## src/hw/rtl/slcp_pkg.sv

```systemverilog
// shared constants, types and the crc-8 step for the sync/length/crc8 deframer
`timescale 1ns / 1ps

package slcp_pkg;

	localparam int MAX_PAYLOAD = 252;

	localparam logic [7:0] SYNC_RESET = 8'hAA;
	localparam logic [7:0] CRC_POLY   = 8'h07;

	// parser phases
	localparam logic [1:0] PH_HUNT  = 2'd0;
	localparam logic [1:0] PH_LEN   = 2'd1;
	localparam logic [1:0] PH_DATA  = 2'd2;
	localparam logic [1:0] PH_CHECK = 2'd3;

	// result status codes
	localparam logic [2:0] ST_MORE = 3'd0;
	localparam logic [2:0] ST_DONE = 3'd1;
	localparam logic [2:0] ST_ZERO = 3'd2;
	localparam logic [2:0] ST_LONG = 3'd3;
	localparam logic [2:0] ST_CRC  = 3'd4;

	localparam logic [7:0] LEN_LIMIT = 8'(MAX_PAYLOAD + 1);

	// result of one beat waiting for its store read to come back
	typedef struct packed {
		logic       valid;
		logic [2:0] status;
		logic       hit;
		logic [7:0] cmd;
		logic [7:0] len;
		logic [7:0] rdata;
	} stage_t;

	// msb-first crc-8 over one byte
	function automatic logic [7:0] crc8_step(input logic [7:0] crc, input logic [7:0] b);
		logic [7:0] c;
		c = crc ^ b;
		for (int k = 0; k < 8; k++) begin
			if (c[7]) begin
				c = {c[6:0], 1'b0} ^ CRC_POLY;
			end else begin
				c = {c[6:0], 1'b0};
			end
		end
		return c;
	endfunction

endpackage

```

## src/hw/rtl/slcp_parser.sv

```systemverilog
// parser state, double-buffered frame store and the store-read stage
`timescale 1ns / 1ps

module slcp_parser (
	input  logic                 clk,
	input  logic                 arst_n,
	input  logic [7:0]           sync_value,
	input  logic                 accept,
	input  logic                 advance,
	input  logic                 req_type,
	input  logic [7:0]           rx_byte,
	input  logic [7:0]           read_index,
	output slcp_pkg::stage_t     stage
);

	logic [1:0] phase_q;
	logic [7:0] frame_length_q;
	logic [7:0] byte_count_q;
	logic [7:0] crc_q;
	logic       bank_q;
	logic [7:0] pub_cmd_q;
	logic [7:0] pub_len_q;
	logic [7:0] cmd_q;

	logic [7:0] store_mem [512];
	logic [7:0] rd_q;

	logic       valid_s1;
	logic [2:0] status_s1;
	logic       hit_s1;
	logic [7:0] cmd_s1;
	logic [7:0] len_s1;

	logic [1:0] phase_d;
	logic [7:0] frame_length_d;
	logic [7:0] byte_count_d;
	logic [7:0] crc_d;
	logic       bank_d;
	logic [7:0] pub_cmd_d;
	logic [7:0] pub_len_d;
	logic [7:0] cmd_d;
	logic [2:0] status_d;
	logic       wr_en;
	logic [7:0] count_inc;

	assign count_inc = byte_count_q + 8'd1;
	assign wr_en     = accept && !req_type && (phase_q == slcp_pkg::PH_DATA);

	always_comb begin
		phase_d        = phase_q;
		frame_length_d = frame_length_q;
		byte_count_d   = byte_count_q;
		crc_d          = crc_q;
		bank_d         = bank_q;
		pub_cmd_d      = pub_cmd_q;
		pub_len_d      = pub_len_q;
		cmd_d          = cmd_q;
		status_d       = slcp_pkg::ST_MORE;
		if (!req_type) begin
			unique case (phase_q)
				slcp_pkg::PH_HUNT: begin
					if (rx_byte == sync_value) begin
						phase_d        = slcp_pkg::PH_LEN;
						frame_length_d = 8'd0;
						byte_count_d   = 8'd0;
					end
				end
				slcp_pkg::PH_LEN: begin
					if (rx_byte == 8'd0) begin
						phase_d  = slcp_pkg::PH_HUNT;
						status_d = slcp_pkg::ST_ZERO;
					end else if (rx_byte > slcp_pkg::LEN_LIMIT) begin
						phase_d  = slcp_pkg::PH_HUNT;
						status_d = slcp_pkg::ST_LONG;
					end else begin
						frame_length_d = rx_byte;
						byte_count_d   = 8'd0;
						crc_d          = slcp_pkg::crc8_step(8'd0, rx_byte);
						phase_d        = slcp_pkg::PH_DATA;
					end
				end
				slcp_pkg::PH_DATA: begin
					crc_d        = slcp_pkg::crc8_step(crc_q, rx_byte);
					byte_count_d = count_inc;
					if (byte_count_q == 8'd0) begin
						cmd_d = rx_byte;
					end
					if (count_inc >= frame_length_q) begin
						phase_d = slcp_pkg::PH_CHECK;
					end
				end
				slcp_pkg::PH_CHECK: begin
					phase_d = slcp_pkg::PH_HUNT;
					if (rx_byte != crc_q) begin
						status_d = slcp_pkg::ST_CRC;
					end else begin
						pub_cmd_d = cmd_q;
						pub_len_d = frame_length_q - 8'd1;
						bank_d    = !bank_q;
						status_d  = slcp_pkg::ST_DONE;
					end
				end
			endcase
		end
	end

	always_ff @(posedge clk or negedge arst_n) begin
		if (!arst_n) begin
			phase_q        <= slcp_pkg::PH_HUNT;
			frame_length_q <= 8'd0;
			byte_count_q   <= 8'd0;
			crc_q          <= 8'd0;
			bank_q         <= 1'b0;
			pub_cmd_q      <= 8'd0;
			pub_len_q      <= 8'd0;
			valid_s1       <= 1'b0;
		end else begin
			if (accept) begin
				phase_q        <= phase_d;
				frame_length_q <= frame_length_d;
				byte_count_q   <= byte_count_d;
				crc_q          <= crc_d;
				bank_q         <= bank_d;
				pub_cmd_q      <= pub_cmd_d;
				pub_len_q      <= pub_len_d;
				valid_s1       <= 1'b1;
			end else if (advance) begin
				valid_s1 <= 1'b0;
			end
		end
	end

	// payload registers of the read stage
	always_ff @(posedge clk) begin
		if (accept) begin
			cmd_q     <= cmd_d;
			status_s1 <= status_d;
			hit_s1    <= req_type && (read_index < pub_len_q);
			cmd_s1    <= pub_cmd_d;
			len_s1    <= pub_len_d;
		end
	end

	// frame store: writes go to the filling bank, reads to the published one
	always_ff @(posedge clk) begin
		if (wr_en) begin
			store_mem[{bank_q, byte_count_q}] <= rx_byte;
		end
		if (accept && req_type) begin
			rd_q <= store_mem[{!bank_q, read_index + 8'd1}];
		end
	end

	assign stage.valid  = valid_s1;
	assign stage.status = status_s1;
	assign stage.hit    = hit_s1;
	assign stage.cmd    = cmd_s1;
	assign stage.len    = len_s1;
	assign stage.rdata  = rd_q;

endmodule

```

## src/hw/rtl/sync_len_crc8_packet_parser_core.sv

```systemverilog
// top level of the sync/length/crc8 byte-stream deframer
`timescale 1ns / 1ps

// channel   | beat fields                          | handshake
// ----------+--------------------------------------+---------------------
// input     | req_type, rx_byte, read_index        | in_valid / in_stall
// output    | status, read_data, frame_cmd,        | out_valid / out_stall
//           | frame_payload_len                    |
// config    | cfg_wdata (sync value)               | cfg_we
//
// one beat per cycle sustained while out_stall is low; each beat passes the
// read stage (parser update and frame store read) and then the output
// register. the store has a single read and a single write port.
// reset returns to sync hunt, bank 0, nothing published, sync value 0xaa.
// out_stall holds the output register; the read stage then holds too and
// in_stall rises only when both are full.

module sync_len_crc8_packet_parser_core (
	input  logic       clk,
	input  logic       arst_n,
	input  logic       cfg_we,
	input  logic [7:0] cfg_wdata,
	input  logic       in_valid,
	output logic       in_stall,
	input  logic       req_type,
	input  logic [7:0] rx_byte,
	input  logic [7:0] read_index,
	output logic       out_valid,
	input  logic       out_stall,
	output logic [2:0] status,
	output logic [7:0] read_data,
	output logic [7:0] frame_cmd,
	output logic [7:0] frame_payload_len
);

	logic             [7:0] sync_q;
	slcp_pkg::stage_t       stage;
	logic                   out_valid_q;
	logic                   advance;
	logic                   accept;

	// read stage empties when the output register is free or being taken
	assign advance  = !out_valid_q || !out_stall;
	assign in_stall = stage.valid && !advance;
	assign accept   = in_valid && !in_stall;

	// sync value register
	always_ff @(posedge clk or negedge arst_n) begin
		if (!arst_n) begin
			sync_q <= slcp_pkg::SYNC_RESET;
		end else if (cfg_we) begin
			sync_q <= cfg_wdata;
		end
	end

	slcp_parser u_parser (
		.clk        (clk),
		.arst_n     (arst_n),
		.sync_value (sync_q),
		.accept     (accept),
		.advance    (advance),
		.req_type   (req_type),
		.rx_byte    (rx_byte),
		.read_index (read_index),
		.stage      (stage)
	);

	// output register
	always_ff @(posedge clk or negedge arst_n) begin
		if (!arst_n) begin
			out_valid_q <= 1'b0;
		end else if (advance) begin
			out_valid_q <= stage.valid;
		end
	end

	always_ff @(posedge clk) begin
		if (advance && stage.valid) begin
			status            <= stage.status;
			// reads past the published length answer zero
			read_data         <= stage.hit ? stage.rdata : 8'd0;
			frame_cmd         <= stage.cmd;
			frame_payload_len <= stage.len;
		end
	end

	assign out_valid = out_valid_q;

endmodule
```

## config.mk

```make
export PLATFORM = sky130hd
export DESIGN_NAME = sync_len_crc8_packet_parser_core
export DESIGN_NICKNAME = d
export VERILOG_FILES = /design/src/hw/rtl/slcp_pkg.sv /design/src/hw/rtl/slcp_parser.sv /design/src/hw/rtl/sync_len_crc8_packet_parser_core.sv
export SDC_FILE = /design/constraint.sdc
export NUM_CORES = 2
export LEC_CHECK = 0
export BUFFER_PORTS_ARGS = -buffer_cell sky130_fd_sc_hd__buf_2
export CORE_UTILIZATION = 25
export DETAILED_ROUTE_END_ITERATION = 7
export GPL_ROUTABILITY_DRIVEN = 0
export MAX_ROUTING_LAYER = met4
export PLACE_DENSITY = 0.41
export RECOVER_POWER = 100
export SLEW_MARGIN = 40
export SYNTH_ARGS = -nofsm -noshare
export SYNTH_HDL_FRONTEND = slang
export SYNTH_SLANG_ARGS = --single-unit
```

## constraint.sdc

```tcl
create_clock -name clk -period 4.1 [get_ports clk]
set_clock_uncertainty 0.1 [all_clocks]
set_input_delay 0.205 -clock clk [delete_from_list [all_inputs] [get_ports clk]]
set_output_delay 0.205 -clock clk [all_outputs]
set_load 0.005 [all_outputs]
```

==> flow_summary.yaml <==
run_status:
  status: "finished, violations left"
  violations: "max-capacitance violations, max-slew violations"
drt:
  vias: 83600
  via_per_inst: 4.61
  ant_nets: 0
  drtIter0Drc: 7778
  top_layer_used: "met4"
  wl_met1_mm: 224
  wl_per_cell_um: 27.6
  route.met2.wl_mm: 240
  first_pass_iters: 5
  met3WireLength_mm: 25.7
  wirelength_mm: 501
  drcViolationCount: 0
final_layout:
  final_cell_mix: "4159 x edfxtp_1, 1052 x mux4_2, 794 x nand2_1"
  fill_cells: 64100
  seq_area_um2: 126000
  final_cell_area_um2: 194000
  multi_input_area_um2: 36200
  regMostFlops: "u_parser.store_mem"
  fin_nets: 9158
  largest_reg_flops: 4096
  drive_above_1_share_pct: 23.2
  final_common_cell: "edfxtp_1"
  area_growth_pct: 18.1
cts:
  post-cts-setup-buffers: 0
  cts_hold_buf: 46
  htreeDepth: 5
  path_clk_slew_ps: 60
  clk_latency_ps: 1040
  cts_resized: 0
  numCtsBuffers: 439
  cts_buffer_depth: 4
  cts-root-buf: "clkbuf_16"
  clock_sinks: 4212
  cts_tree: "yes"
hold_path:
  worstHoldPathCells: 2
  hold_class: "in -> reg"
worst_setup_path:
  critical_path_class: "in -> reg"
  arrival_ps: 4660
  cp-start-kind: "input port"
  crit_required_ps: 4780
  crit_path_end_kind: "register"
  crit_fanout: 50
  crit_chain: "clkbuf_1 > ha_4 > clkbuf_4 > buf_12 > mux4_2 > nand2_1 > nand3_1 > a31oi_1 > a21oi_1 > buf_4 > nor4_1 > buf_4 > o21ai_1"
  reg2reg_depth: 8
  critical_path.max_stage_delay_ps: 880
  slowest_stage: "clkbuf_4"
  critPathMostFrequentCell: "buf_4"
timing:
  timing.final.crit_share_pct: 97.0
  setup_violations: 0
  fmax_mhz: 251
  worst_slew_pin_slew_ps: 3190
  tns_ps: 0
  maxSlewHeadroom_pct: -113
  rsz0062_at_grt: "no"
  hold_viol_final: 0
  maxSlewViolCount: 1425
  period_minus_slack_ps: 3980
synthesis:
  avgSynthCellArea_um2: 20.1
  yosysSeqAreaShare_pct: 76.6
  synth_flop_cell: "edfxtp_1"
  ys_types: 67
  syn_area_um2: 165000
  ys_async_sr_fraction_pct: 1.26
  ys_seq_elements: 4212
  synth_edf_count: 4159
  synthCells: 8184
  syn_nets: 8248
  yosysWarnings: 0
global_routing:
  grt_pass1_wl_mm: 701
  grt_use_total_pct: 15.2
  grt_pass1_vias: 87500
  grt_start_max_net_pins: 165
  antenna_found_initial: 37
  grt_overflow: 0
floorplan:
  die-height_um: 814
  core_area_um2: 655000
  die-width_um: 814
  ios: 59
  start_util_pct: 25.1
  rows: 297
  die_area_um2: 662000
placed_design:
  port_buffers: 58
  dpl.hpwl_mm: 310
  placed_area_um2: 182000
pwr:
  p_total_mw: 95.5
  pwr_density_cell_nw_per_um2: 491
  peakVddDrop_mv: 0.354
  p_leak_nw: 59.8
flow_run:
  maxCapViolations: 26
synth_stat cells, drive strengths merged, types with 5 or more instances:
cell type | instances | share of area (%)
a211oi | 9 | 0.041
a21o | 18 | 0.082
a21oi | 48 | 0.15
a22o | 15 | 0.080
a22oi | 15 | 0.068
a31oi | 55 | 0.21
a32oi | 39 | 0.21
a41o | 8 | 0.049
and2 | 14 | 0.053
and3 | 28 | 0.11
and4 | 5 | 0.027
buf | 245 | 0.89
clkbuf | 256 | 0.58
dfrtp | 49 | 0.74
edfxtp | 4159 | 76
ha | 34 | 0.26
inv | 34 | 0.077
mux2 | 10 | 0.068
mux2i | 109 | 0.66
mux4 | 1052 | 14
nand2 | 798 | 1.8
nand2b | 14 | 0.053
nand3 | 332 | 1.0
nand4 | 55 | 0.21
nor2 | 546 | 1.2
nor2b | 11 | 0.042
nor3 | 12 | 0.040
nor4 | 14 | 0.053
o211ai | 9 | 0.041
o21ai | 52 | 0.16
o221ai | 10 | 0.053
o22ai | 17 | 0.068
o311ai | 8 | 0.043
o31a | 7 | 0.037
xnor2 | 51 | 0.28
xor2 | 11 | 0.058
metal layers:
| layer | global-route usage, % | up-vias |
|---|---|---|
| met1 | 20.8 | 45600 |
| met5 | - | - |
| met3 | 1.91 | 585 |
| met2 | 24.3 | 2313 |
| met4 | 3.25 | 0 |
| li1 | - | 35200 |
metrics by stage:
stage	hold slack (ps)	setup slack [ps]	util, %	std cells
after floorplan	-191	1150	-	8184
after global placement	305	-648	27.7	17300
after detailed placement	308	-610	27.7	17300
after CTS	16.1	137	30.0	18100
after global routing	70.4	94.1	29.7	18200
final	107	123	29.7	18200
cell families (layout without fill, tap and decap cells):
logic type,after synthesis,in the layout,synth area share [%]
simple gates,1842,1842,4.72
mux,1171,1171,15.1
compound gates,328,328,1.38
xor+xnor,62,62,0.341
fa+ha+maj,34,34,0.258
buf+inv,535,1825,1.55
other cells,0,18,0
flops,4212,4212,76.6
layout make-up:
| type | instances | share of cell area [%] |
|---|---|---|
| repair buffers | 970 | 3.37 |
| inverters | 34 | 0.0656 |
| clock buffers | 515 | 5.91 |
| flip-flops and latches | 4212 | 64.9 |
| multi-input cells | 3437 | 18.6 |
| well taps | 8671 | 5.58 |
| diodes | 18 | 0.0232 |
| clock inverters | 306 | 1.51 |
critical path: cells and delay by family:
family | cells | cell delay [ps]
multiplexers | 1 | 340
buffers and inverters | 5 | 2100
adder cells (fa/ha/maj) | 1 | 450
AO/OA/AOI/OAI | 3 | 670
AND/OR/NAND/NOR | 3 | 810
final timing paths:
path / endpoint / slack, ps / start
worst max-delay path: u_parser.rd_q[2] / 120 / read_index[1]
worst min-delay path: u_parser.store_mem[299][5] / 110 / rx_byte[5]
worst max register to register: u_parser.rd_q[2] / 120 / u_parser.bank_q
worst min register to register: frame_cmd[7] / 320 / u_parser.cmd_s1[7]
max in group asynchronous: u_parser.byte_count_q[7] / 3160 / arst_n
min in group asynchronous: sync_q[4] / 230 / arst_n
power breakdown:
part / leakage [nW] / switching, mW / internal [mW]
Sequential: 38.1 / 0.210 / 47.5
Combinational: 14.6 / 4.72 / 2.65
Clock: 7.05 / 17.2 / 23.2
No activity file was read; power rests on OpenSTA's default activity.
